### config.mk
export PLATFORM = sky130hd
export DESIGN_NAME = tick_phase_lock_calibrator
export DESIGN_NICKNAME = d
export VERILOG_FILES = /design/src/tplc_pkg.sv /design/src/tick_phase_lock_calibrator.sv
export SDC_FILE = /design/constraint.sdc
export NUM_CORES = 1
export LEC_CHECK = 0
export ABC_AREA = 0
export BUFFER_PORTS_ARGS = -buffer_cell sky130_fd_sc_hd__buf_2
export CAP_MARGIN = 40
export CORE_ASPECT_RATIO = 0.8
export CORE_UTILIZATION = 55
export CTS_CLUSTER_SIZE = 10
export DETAILED_ROUTE_END_ITERATION = 16
export GPL_TIMING_DRIVEN = 0
export HOLD_SLACK_MARGIN = 0.06
export PLACE_DENSITY = 0.79
export SLEW_MARGIN = 25
export SYNTH_ARGS = -nofsm -noshare
export SYNTH_HDL_FRONTEND = slang
export SYNTH_SLANG_ARGS = --single-unit
export TNS_END_PERCENT = 100
### constraint.sdc
create_clock -name clock -period 19.2 [get_ports clock]
set_input_delay 0 -clock clock [delete_from_list [all_inputs] [get_ports clock]]
set_output_delay 0 -clock clock [all_outputs]
set_load 0.03 [all_outputs]
### src/tplc_pkg.sv
// Package for the tick phase lock calibrator: widths, codes, reset values.
// No dependencies; used by tick_phase_lock_calibrator and tplc_checker.
package tplc_pkg;

   // Field and port widths
   localparam int DevW      = 32;
   localparam int ScaleW    = 20;
   localparam int NptW      = 30;
   localparam int HzW       = 9;
   localparam int RateW     = 10;
   localparam int NsW       = 62;
   localparam int ReqDataW  = 40;
   localparam int RspDataW  = 104;
   localparam int CsrIdxW   = 3;
   localparam int CsrDataW  = 16;
   localparam int StepCntW  = 5;

   // Result item bit layout
   localparam int RspSettledBit   = 0;
   localparam int RspLockedBit    = 1;
   localparam int RspBiasValidBit = 2;
   localparam int RspAdjLsb       = 3;
   localparam int RspNsLsb        = RspAdjLsb + DevW;

   // Last step indices of the serial units
   localparam logic [StepCntW-1:0] DivLastStep = 5'd31;
   localparam logic [StepCntW-1:0] MulLastStep = 5'd29;

   // Constants of the timing math
   localparam logic [NptW-1:0]   NsPerSecond = 30'd1000000000;
   localparam logic [RateW-1:0]  DefaultHz   = 10'd60;
   localparam logic [RateW-1:0]  MaxHz       = 10'd480;
   localparam logic [ScaleW-1:0] ScaleBase   = 20'd2;

   // Register reset values
   localparam logic [15:0]      BroadLowReset  = 16'd120;
   localparam logic [15:0]      BroadHighReset = 16'd65535;
   localparam logic [15:0]      FineMaxReset   = 16'd60;
   localparam logic [7:0]       AlphaNumReset  = 8'd1;
   localparam logic [7:0]       AlphaDenReset  = 8'd2;
   localparam logic [RateW-1:0] TickRateReset  = 10'd60;

   typedef enum logic [CsrIdxW-1:0] {
      CSR_BROAD_LOW  = 3'd0,
      CSR_BROAD_HIGH = 3'd1,
      CSR_FINE_MAX   = 3'd2,
      CSR_ALPHA_NUM  = 3'd3,
      CSR_ALPHA_DEN  = 3'd4,
      CSR_TICK_RATE  = 3'd5
   } csr_index_type;

   typedef enum logic {
      CMD_RELEASE = 1'b0,
      CMD_FEED    = 1'b1
   } cmd_type;

   typedef enum logic [1:0] {
      ST_IDLE,
      ST_DIV,
      ST_MUL,
      ST_DONE
   } state_type;

endpackage

### src/tick_phase_lock_calibrator.sv
// Tick phase lock calibrator: bit-serial dividers and shift-add multiplier.
// Depends on tplc_pkg.
//
// An item that issues an adjustment passes from acceptance through
// classification of the deviation, two bit-serial restoring dividers
// (adjustment magnitude by gain denominator, scale or one, and one second
// in ns by the tick rate, side by side), the shift-add multiplier forming
// bias_ns, and a handoff that waits on a stalled output register. Release
// commands, feeds while locked or authority, zero deviations and feeds with
// the phase gate closed skip dividers and multiplier. One item is in work
// at a time; the next is accepted while a finished result waits in the
// output register. Configuration writes are taken every cycle.
module tick_phase_lock_calibrator #(
   parameter int SCALE_LIMIT = 1000000
) (
   input  logic                            clock,
   input  logic                            reset,
   // req_tdata: authority_claim[0], phase_allows[1], deviation[33:2], zero pad
   input  logic                            req_tvalid,
   output logic                            req_tready,
   input  logic [tplc_pkg::ReqDataW-1:0]   req_tdata,
   // req_tuser: cmd[0]
   input  logic [0:0]                      req_tuser,
   // rsp_tdata: settled[0], locked[1], bias_valid[2], adjust_ticks[34:3],
   //            bias_ns[96:35], zero pad
   output logic                            rsp_tvalid,
   input  logic                            rsp_tready,
   output logic [tplc_pkg::RspDataW-1:0]   rsp_tdata,
   input  logic                            csr_valid,
   output logic                            csr_ready,
   input  logic [tplc_pkg::CsrIdxW-1:0]    csr_index,
   input  logic [tplc_pkg::CsrDataW-1:0]   csr_data
);
   import tplc_pkg::*;

   localparam logic [ScaleW-1:0] ScaleLimit = ScaleW'(SCALE_LIMIT);

   // Configuration registers
   logic [15:0]      broad_low_ff;
   logic [15:0]      broad_high_ff;
   logic [15:0]      fine_max_ff;
   logic [7:0]       alpha_num_ff;
   logic [7:0]       alpha_den_ff;
   logic [RateW-1:0] tick_rate_ff;

   // Lock state
   logic              authority_ff, authority_in;
   logic              locked_flag_ff, locked_flag_in;
   logic [ScaleW-1:0] scale_ff, scale_in;
   logic [1:0]        streak_ff, streak_in;

   // Sequencer
   state_type         state_ff, state_in;
   logic [StepCntW-1:0] cnt_ff;
   logic              item_load;
   logic              div_run;
   logic              div_last;
   logic              mul_run;
   logic              out_load;

   // Serial datapath
   logic [DevW-1:0]   quo_ff;
   logic [ScaleW-1:0] rem_ff;
   logic [ScaleW-1:0] div_ff;
   logic [DevW-1:0]   nquo_ff;
   logic [HzW-1:0]    nrem_ff;
   logic [NsW-1:0]    prod_ff;
   logic              neg_ff;
   logic              settled_ff;
   logic              locked_out_ff;

   // Output register
   logic              out_valid_ff;
   logic              out_settled_ff;
   logic              out_locked_ff;
   logic              out_bias_valid_ff;
   logic [DevW-1:0]   out_adj_ff;
   logic [NsW-1:0]    out_ns_ff;

   // Item decode
   logic              cmd_feed;
   logic              auth_in;
   logic              gate;
   logic [DevW-1:0]   dev;
   logic              dev_neg;
   logic [DevW-1:0]   mag;
   logic              in_broad;
   logic              in_fine;
   logic              in_over;
   logic [23:0]       fine_prod;
   logic              start_calc;
   logic              settled_in;
   logic [DevW-1:0]   dividend_in;
   logic [ScaleW-1:0] divisor_in;
   logic [1:0]        streak_inc;
   logic [7:0]        den_eff;
   logic [HzW-1:0]    hz_eff;

   // Divider and multiplier step logic
   logic [ScaleW:0]   shl;
   logic [ScaleW-1:0] diff;
   logic              ge;
   logic [ScaleW-1:0] rem_step;
   logic [DevW-1:0]   quo_step;
   logic [HzW:0]      nshl;
   logic [HzW-1:0]    ndiff;
   logic              nge;
   logic [HzW-1:0]    nrem_step;
   logic [DevW-1:0]   nquo_step;
   logic [DevW:0]     madd;

   assign csr_ready = 1'b1;

   // Configuration writes
   always_ff @(posedge clock) begin
      if (reset) begin
         broad_low_ff  <= BroadLowReset;
         broad_high_ff <= BroadHighReset;
         fine_max_ff   <= FineMaxReset;
         alpha_num_ff  <= AlphaNumReset;
         alpha_den_ff  <= AlphaDenReset;
         tick_rate_ff  <= TickRateReset;
      end else if (csr_valid) begin
         unique case (csr_index)
            CSR_BROAD_LOW:  broad_low_ff  <= csr_data;
            CSR_BROAD_HIGH: broad_high_ff <= csr_data;
            CSR_FINE_MAX:   fine_max_ff   <= csr_data;
            CSR_ALPHA_NUM:  alpha_num_ff  <= csr_data[7:0];
            CSR_ALPHA_DEN:  alpha_den_ff  <= csr_data[7:0];
            CSR_TICK_RATE:  tick_rate_ff  <= csr_data[RateW-1:0];
            default: ;
         endcase
      end
   end

   // Effective gain denominator and clamped tick rate
   assign den_eff = (alpha_den_ff == 8'd0) ? 8'd1 : alpha_den_ff;
   always_comb begin
      if (tick_rate_ff == '0) begin
         hz_eff = DefaultHz[HzW-1:0];
      end else if (tick_rate_ff > MaxHz) begin
         hz_eff = MaxHz[HzW-1:0];
      end else begin
         hz_eff = tick_rate_ff[HzW-1:0];
      end
   end

   // Item fields and band compares
   assign cmd_feed  = (cmd_type'(req_tuser[0]) == CMD_FEED);
   assign auth_in   = req_tdata[0];
   assign gate      = req_tdata[1];
   assign dev       = req_tdata[DevW+1:2];
   assign dev_neg   = dev[DevW-1];
   assign mag       = dev_neg ? (~dev + 32'd1) : dev;
   assign in_broad  = (mag >= 32'(broad_low_ff)) && (mag <= 32'(broad_high_ff));
   assign in_fine   = (mag <= 32'(fine_max_ff));
   assign in_over   = (mag > 32'(broad_high_ff));
   assign fine_prod = 24'(mag[15:0]) * 24'(alpha_num_ff);
   assign streak_inc = streak_ff + 2'd1;

   // Command decode: state updates and divider operands
   always_comb begin
      authority_in   = authority_ff;
      locked_flag_in = locked_flag_ff;
      scale_in       = scale_ff;
      streak_in      = streak_ff;
      settled_in     = 1'b0;
      start_calc     = 1'b0;
      dividend_in    = mag;
      divisor_in     = 20'd1;
      if (!cmd_feed) begin
         authority_in   = auth_in;
         locked_flag_in = auth_in;
         scale_in       = ScaleBase;
         streak_in      = 2'd0;
      end else begin
         priority if (authority_ff || locked_flag_ff) begin
            settled_in = 1'b1;
         end else if (dev == '0) begin
            locked_flag_in = 1'b1;
            settled_in     = 1'b1;
         end else if (gate) begin
            start_calc = 1'b1;
            priority if (in_broad) begin
               streak_in = 2'd0;
            end else if (in_fine) begin
               dividend_in = 32'(fine_prod);
               divisor_in  = 20'(den_eff);
               streak_in   = 2'd0;
            end else if (in_over) begin
               divisor_in = (scale_ff < ScaleBase) ? ScaleBase : scale_ff;
               scale_in   = ScaleBase;
            end else begin
               // undershoot: second in a row bumps the scale
               if (streak_inc[1]) begin
                  if (scale_ff < ScaleLimit) begin
                     scale_in = scale_ff + 20'd1;
                  end
                  streak_in = 2'd0;
               end else begin
                  streak_in = streak_inc;
               end
            end
         end else begin
            settled_in = 1'b0;
         end
      end
   end

   // Restoring divider steps, one quotient bit each
   assign shl       = {rem_ff, quo_ff[DevW-1]};
   assign diff      = shl[ScaleW-1:0] - div_ff;
   assign ge        = (shl >= {1'b0, div_ff});
   assign rem_step  = ge ? diff : shl[ScaleW-1:0];
   assign quo_step  = {quo_ff[DevW-2:0], ge};
   assign nshl      = {nrem_ff, nquo_ff[DevW-1]};
   assign ndiff     = nshl[HzW-1:0] - hz_eff;
   assign nge       = (nshl >= {1'b0, hz_eff});
   assign nrem_step = nge ? ndiff : nshl[HzW-1:0];
   assign nquo_step = {nquo_ff[DevW-2:0], nge};

   // Shift-add multiplier step: adjustment magnitude times ns per tick
   assign madd = {1'b0, prod_ff[NsW-1:NptW]} + (prod_ff[0] ? {1'b0, quo_ff} : 33'd0);

   // Sequencer state register
   always_ff @(posedge clock) begin
      if (reset) begin
         state_ff <= ST_IDLE;
      end else begin
         state_ff <= state_in;
      end
   end

   // Sequencer next state and controls
   always_comb begin
      state_in   = state_ff;
      req_tready = 1'b0;
      item_load  = 1'b0;
      div_run    = 1'b0;
      div_last   = 1'b0;
      mul_run    = 1'b0;
      out_load   = 1'b0;
      unique case (state_ff)
         ST_IDLE: begin
            req_tready = 1'b1;
            if (req_tvalid) begin
               item_load = 1'b1;
               state_in  = start_calc ? ST_DIV : ST_DONE;
            end
         end
         ST_DIV: begin
            div_run = 1'b1;
            if (cnt_ff == DivLastStep) begin
               div_last = 1'b1;
               state_in = ST_MUL;
            end
         end
         ST_MUL: begin
            mul_run = 1'b1;
            if (cnt_ff == MulLastStep) begin
               state_in = ST_DONE;
            end
         end
         ST_DONE: begin
            if (!out_valid_ff || rsp_tready) begin
               out_load = 1'b1;
               state_in = ST_IDLE;
            end
         end
         default: state_in = ST_IDLE;
      endcase
   end

   // Lock state and step counter
   always_ff @(posedge clock) begin
      if (reset) begin
         authority_ff   <= 1'b0;
         locked_flag_ff <= 1'b0;
         scale_ff       <= '0;
         streak_ff      <= 2'd0;
         cnt_ff         <= '0;
      end else begin
         if (item_load) begin
            authority_ff   <= authority_in;
            locked_flag_ff <= locked_flag_in;
            scale_ff       <= scale_in;
            streak_ff      <= streak_in;
         end
         if (item_load || div_last) begin
            cnt_ff <= '0;
         end else if (div_run || mul_run) begin
            cnt_ff <= cnt_ff + 5'd1;
         end
      end
   end

   // Serial datapath
   always_ff @(posedge clock) begin
      if (item_load) begin
         neg_ff        <= dev_neg;
         settled_ff    <= settled_in;
         locked_out_ff <= locked_flag_in;
         quo_ff        <= start_calc ? dividend_in : '0;
         rem_ff        <= '0;
         div_ff        <= divisor_in;
         nquo_ff       <= 32'(NsPerSecond);
         nrem_ff       <= '0;
         prod_ff       <= '0;
      end else if (div_run) begin
         quo_ff  <= quo_step;
         rem_ff  <= rem_step;
         nquo_ff <= nquo_step;
         nrem_ff <= nrem_step;
         if (div_last) begin
            prod_ff <= {32'd0, nquo_step[NptW-1:0]};
         end
      end else if (mul_run) begin
         prod_ff <= {madd, prod_ff[NptW-1:1]};
      end
   end

   // Output register valid
   always_ff @(posedge clock) begin
      if (reset) begin
         out_valid_ff <= 1'b0;
      end else if (out_load) begin
         out_valid_ff <= 1'b1;
      end else if (rsp_tready) begin
         out_valid_ff <= 1'b0;
      end
   end

   // Output register payload, sign applied to magnitudes
   always_ff @(posedge clock) begin
      if (out_load) begin
         out_settled_ff    <= settled_ff;
         out_locked_ff     <= locked_out_ff;
         out_bias_valid_ff <= (quo_ff != '0);
         out_adj_ff        <= neg_ff ? (~quo_ff + 32'd1) : quo_ff;
         out_ns_ff         <= neg_ff ? (~prod_ff + 62'd1) : prod_ff;
      end
   end

   assign rsp_tvalid = out_valid_ff;
   assign rsp_tdata  = {7'd0, out_ns_ff, out_adj_ff, out_bias_valid_ff,
                        out_locked_ff, out_settled_ff};

endmodule

; Word level (Yosys, flattened, before mapping)
; Index checks and enable logic that the tools add are counted.
[word_totals]
output_inout_bits = 107
ff_bits = 381
[op_classes]
magnitude_cmp = 9
eq_ne = 23
n_addsub = 9
bitwise_logic = 6
muxes = 67
mul = 1
reduce_logical = 29
[op_table]
columns = op, n
row1 = $mux W32, 12
row2 = $mux W62, 4
row3 = $mux W20, 10
row4 = $add A32 B1 Y32 const B, 2
row5 = $le A32 B16 Y1, 2
row6 = $not A32 Y32, 2
row7 = $add A62 B1 Y62 const B, 1
row8 = $not A62 Y62, 1
row9 = $add A32 B32 Y33, 1
row10 = $ge A32 B16 Y1, 1
row11 = $gt A32 B16 Y1, 1
row12 = $logic_not A32 Y1, 1
row13 = $mux W8, 4
row14 = $reduce_bool A32 Y1, 1
row15 = $mux W9, 3
row16 = $mul A16 B8 Y24, 1
row17 = $mux W2, 12
row18 = $ge A21 B20 Y1, 1
row19 = $mux W1, 21
row20 = $add A20 B1 Y20 const B, 1
row21 = $lt A20 B2 Y1 const B, 1
row22 = $lt A20 B20 Y1 const B, 1
row23 = $sub A20 B20 Y20, 1
row24 = $ne A2 B2 Y1 const B, 9
row25 = other kinds (31), 50

; Longest topological paths before layout
[logic_depth]
ltp_word = 12
mapped_depth = 26

; Worst setup path before layout
; Ideal clock, no wire load.
[synth_path]
kind = input port to flip-flop
from = input port req_tdata[33] (netlist name)
to = register quo_ff[20], data pin
cell_stages = 25
arrival_time_ns = 6.029
path_buffers = 5
path_slack_ns = 12.915
path_cell_list = clkbuf_1 > buf_1 > clkbuf_1 > clkbuf_1 > clkbuf_1 > nand2_1 > o21ai_1 > nand2_1 > fa_1 > fa_1 > inv_1 > fa_1 > inv_1 > fa_1 > inv_1 > ha_1 > o21ai_0 > nand2b_1 > a31oi_1 > o21ai_0 > a2111oi_0 > or3b_2 > xor2_1 > o21ai_0 > a22o_1
[synth_via]
elab_chain_len = 12
[synth_rtl]
columns = item, line_no
row1 = start: declaration, tick_phase_lock_calibrator.sv:21  ; input logic [tplc_pkg::ReqDataW-1:0] req_tdata,
row2 = $not A32 Y32, tick_phase_lock_calibrator.sv:154  ; assign mag = dev_neg ? (~dev + 32'd1) : dev;
row3 = $add A32 B1 Y32, tick_phase_lock_calibrator.sv:154
row4 = $mux W32, tick_phase_lock_calibrator.sv:154
row5 = $le A32 B16 Y1 (tied with other cells), tick_phase_lock_calibrator.sv:156  ; assign in_fine = (mag <= 32'(fine_max_ff));
row6 = $mux W32 or $logic_and A1 B1 Y1 (tied branches), "tick_phase_lock_calibrator.sv:186, tick_phase_lock_calibrator.sv:155"
row7 = $mux W32, tick_phase_lock_calibrator.sv:184  ; priority if (in_broad) begin
row8 = $mux W32, tick_phase_lock_calibrator.sv:182  ; end else if (gate) begin
row9 = $mux W32, tick_phase_lock_calibrator.sv:179  ; end else if (dev == '0) begin
row10 = $mux W32, tick_phase_lock_calibrator.sv:177  ; priority if (authority_ff || locked_flag_ff) begin
row11 = $mux W32, tick_phase_lock_calibrator.sv:171  ; if (!cmd_feed) begin
row12 = $mux W32 *, tick_phase_lock_calibrator.sv:303  ; quo_ff <= start_calc ? dividend_in : '0;
row13 = $mux W32 *, tick_phase_lock_calibrator.sv:299  ; if (item_load) begin
row14 = end signal: assignment, tick_phase_lock_calibrator.sv:303
row15 = end signal: assignment, tick_phase_lock_calibrator.sv:310  ; quo_ff <= quo_step;
row16 = end: declaration, tick_phase_lock_calibrator.sv:62  ; logic [DevW-1:0] quo_ff;
; Mark *: on every way between the ends. The rest lies on a longest branch, timed or not.
; A chain may end at the register's enable or synchronous reset.

; Final worst setup path
; Ends and elaborated chain as after synthesis.

==> metrics.txt <==
Place WS 11.25 ns; CP max-delay cell a2111oi_0; Post-DRT Antenna Nets 0; Max Buffers Root-to-Sink 3; initial antenna violation count 5; FMAX 122 MHz; count of pins over their slew limit 0; Die Area 47900 um^2; Internal 2.06 mW; critical path type in2reg; Finished Cell Area 29500 um^2; fin crit period 8.22 ns; clk root buf clkbuf_16; static leakage 12.3 nW; P per Cell Area 117 nW/um^2; Crit. End Element flip-flop; Std-Cell Rows 70; PnR worst setup slack 10.98 ns; TNS Setup 0 ns; port bufs 151; Placed Area 27700 um^2; Syn Area/Cell 9.00 um^2; Worst Tran Pin Value 0.912 ns; max_cap viols 0; htree depth 2; Core ar. 46100 um^2; Util after Layout 64.0%; simple-gate share of the synthesized area 18.9%; Yosys reg bits 380; Crit Path Max Fanout 12; Async SR Flop Fraction 0%; detailed router's first-iteration violation count 2369; wire per inst 20.8 um; largest family of logic cells by synthesized area simple AND/OR/NAND/NOR gates; endpoints failing hold 0; Starting Density 56.2%; Final #Nets 3451; Synth Instances 2875; pin count of the biggest net entering global routing 33; Final Total Pwr 3.46 mW; Max VDD drop 0.0887 mV; outcome completed; Post-synth EDFFs 152; layout cells sized above 1 9.00%; unrepaired setup endpoints after global routing false; Via Count 23200; leading area contributor after synthesis dfxtp_1; clock network power share 23.7%; Critical Path Start Type input port; Seq/Total Area, Yosys 35.3%; Die H 196 um; CTS tree built; post-CTS sizing 0; Hold Path Class in2reg; DR pass1 iterations 6; hpwl dp 59900 um; DRC Markers 0; Die Wd 245 um; crit-path max cell delay 0.66 ns; Worst path top cell family by delay buffers and inverters; Worst Path Required 19.56 ns; clk_skew 0.0267 ns; Synth Area in Compound Gates 16.7%; top_reg_cell synth dfxtp_1; Seq pwr share 36.3%; top cell type's share of synthesized area 17.6%; synthesized area 25900 um^2; worst rel slew slack 39.2%; Switching Fraction 40.4%; Skew-Pair Late Insertion Delay 0.60 ns; Final setup viols 0; most common cell in the netlist nand2_1; CTS clk-pin slew, worst paths 0.06 ns; top cells by count, synth 292 x nand2_1, 228 x dfxtp_1, 225 x inv_1; P_sw 1.40 mW; TritonCTS Buffers 45; io pins 172; number of distinct library cells after synthesis 75; Synth area leaders dfxtp_1 18%, edfxtp_1 18%, ha_1 7.9%; multiplexer share of the synthesized area 2.86%; worst path buffer plus inverter count 10; final hold slack 0.0832 ns; GRT Residual Overflow 0; number of global-route vias before repair 22200; Logic pwr share 40.0%; Yosys warning count 0; Setup Buffers After CTS 0; final WL 78800 um; vias per cell 6.15; Post-Synth XOR/XNOR Area 5.99%; non-filler cells, final 3783; Num Clock Sinks 380; Inst Count DP 3659; arrival time worst endpoint 8.57 ns; Area Growth Syn to Fin 14.0%; adder-cell area share of the yosys netlist 14.7%; first-pass GRT wire length 122000 um; final worst path period share 42.8%; Final GP Congestion 0.997; Total GRT Usage 32.6%
## logic make-up (layout without fill, tap and decap cells)
| group | Yosys count | in the layout |
|---|---|---|
| AO/OA/AOI/OAI | 663 | 663 |
| adder cells (fa/ha/maj) | 251 | 251 |
| XOR/XNOR | 177 | 177 |
| buffers and inverters | 371 | 655 |
| AND/OR/NAND/NOR | 957 | 957 |
| multiplexers | 74 | 74 |
| other | 2 | 14 |
| flip-flops | 380 | 380 |
## routing by layer
layer  global-route usage (%)  wire (um)
met1                     44.4      33600
met2                     51.1      34900
met3                     6.46       7480
met4                     12.2       2710
met5                        0         13
## cells in the final DEF (no fill, tap or decap), types with 68 or more instances in the layout
cell type,n
a21oi_1,184
and2_1,111
buf_2,157
clkbuf_1,134
dfxtp_1,228
edfxtp_1,152
fa_1,87
ha_1,164
inv_1,224
mux2i_1,74
nand2_1,292
nor2_1,166
nor2b_1,68
o21ai_0,138
xnor2_1,118
## worst register-to-register path, stage by stage, from the launching register on
cell and delay, ns:
dfxtp_1 0.53, clkbuf_1 0.46, nand2_1 0.15, fa_1 0.53, fa_1 0.55, inv_1 0.05
fa_1 0.54, inv_1 0.06, fa_1 0.53, inv_1 0.04, ha_1 0.24, nor3_1 0.20
o21ai_0 0.18, a31oi_1 0.28, o21ai_0 0.18, a2111oi_0 0.66, or3b_2 0.24, xor2_1 0.21
o21ai_0 0.14, a22o_1 0.23
## power groups by stage
stage | Combinational (mW) | Sequential (mW) | Clock (mW)
4_1_cts | 1.36 | 1.25 | 0.825
2_1_floorplan | 0.935 | 1.24 | 0
3_3_place_gp | 1.28 | 1.26 | 0
6_report | 1.38 | 1.26 | 0.819
5_1_grt | 1.51 | 1.27 | 0.851
3_5_place_dp | 1.34 | 1.26 | 0
## path summary, 6_finish.rpt
| check | end | cells past startpoint | start | slack (ns) |
|---|---|---|---|---|
| max | quo_ff[20] | 27 | req_tdata[33] | 10.98 |
| min | quo_ff[24] | 3 | req_tdata[26] | 0.08 |
| max reg2reg | quo_ff[20] | 19 | alpha_num_ff[7] | 12.99 |
| min reg2reg | out_locked_ff | 0 | locked_out_ff | 0.43 |
## area by class of cell
type,count,area [um^2]
Inverter,225,845
Clock inverter,6,124
Fill cell,3817,16600
Clock buffer,71,1240
Timing Repair Buffer,207,1380
Buffer,146,604
Antenna cell,6,15.0
Sequential cell,380,9130
Tap cell,612,766
Multi-Input combinational cell,2130,15400
## sequential cells by signal, summed over array words and instances, names as in the netlist, 20 cells and up
| signal | cells |
|---|---|
| div_ff | 20 |
| out_adj_ff | 32 |
| nquo_ff | 32 |
| prod_ff | 62 |
| scale_ff | 20 |
| out_ns_ff | 62 |
| rem_ff | 20 |
| quo_ff | 32 |
## what timing repair did
item	in CTS	in global routing
endpoints found under the setup margin	0	0
hold endpoints to repair	92	0
hold buffers	35	0
No activity file was read; power rests on OpenSTA's default activity.
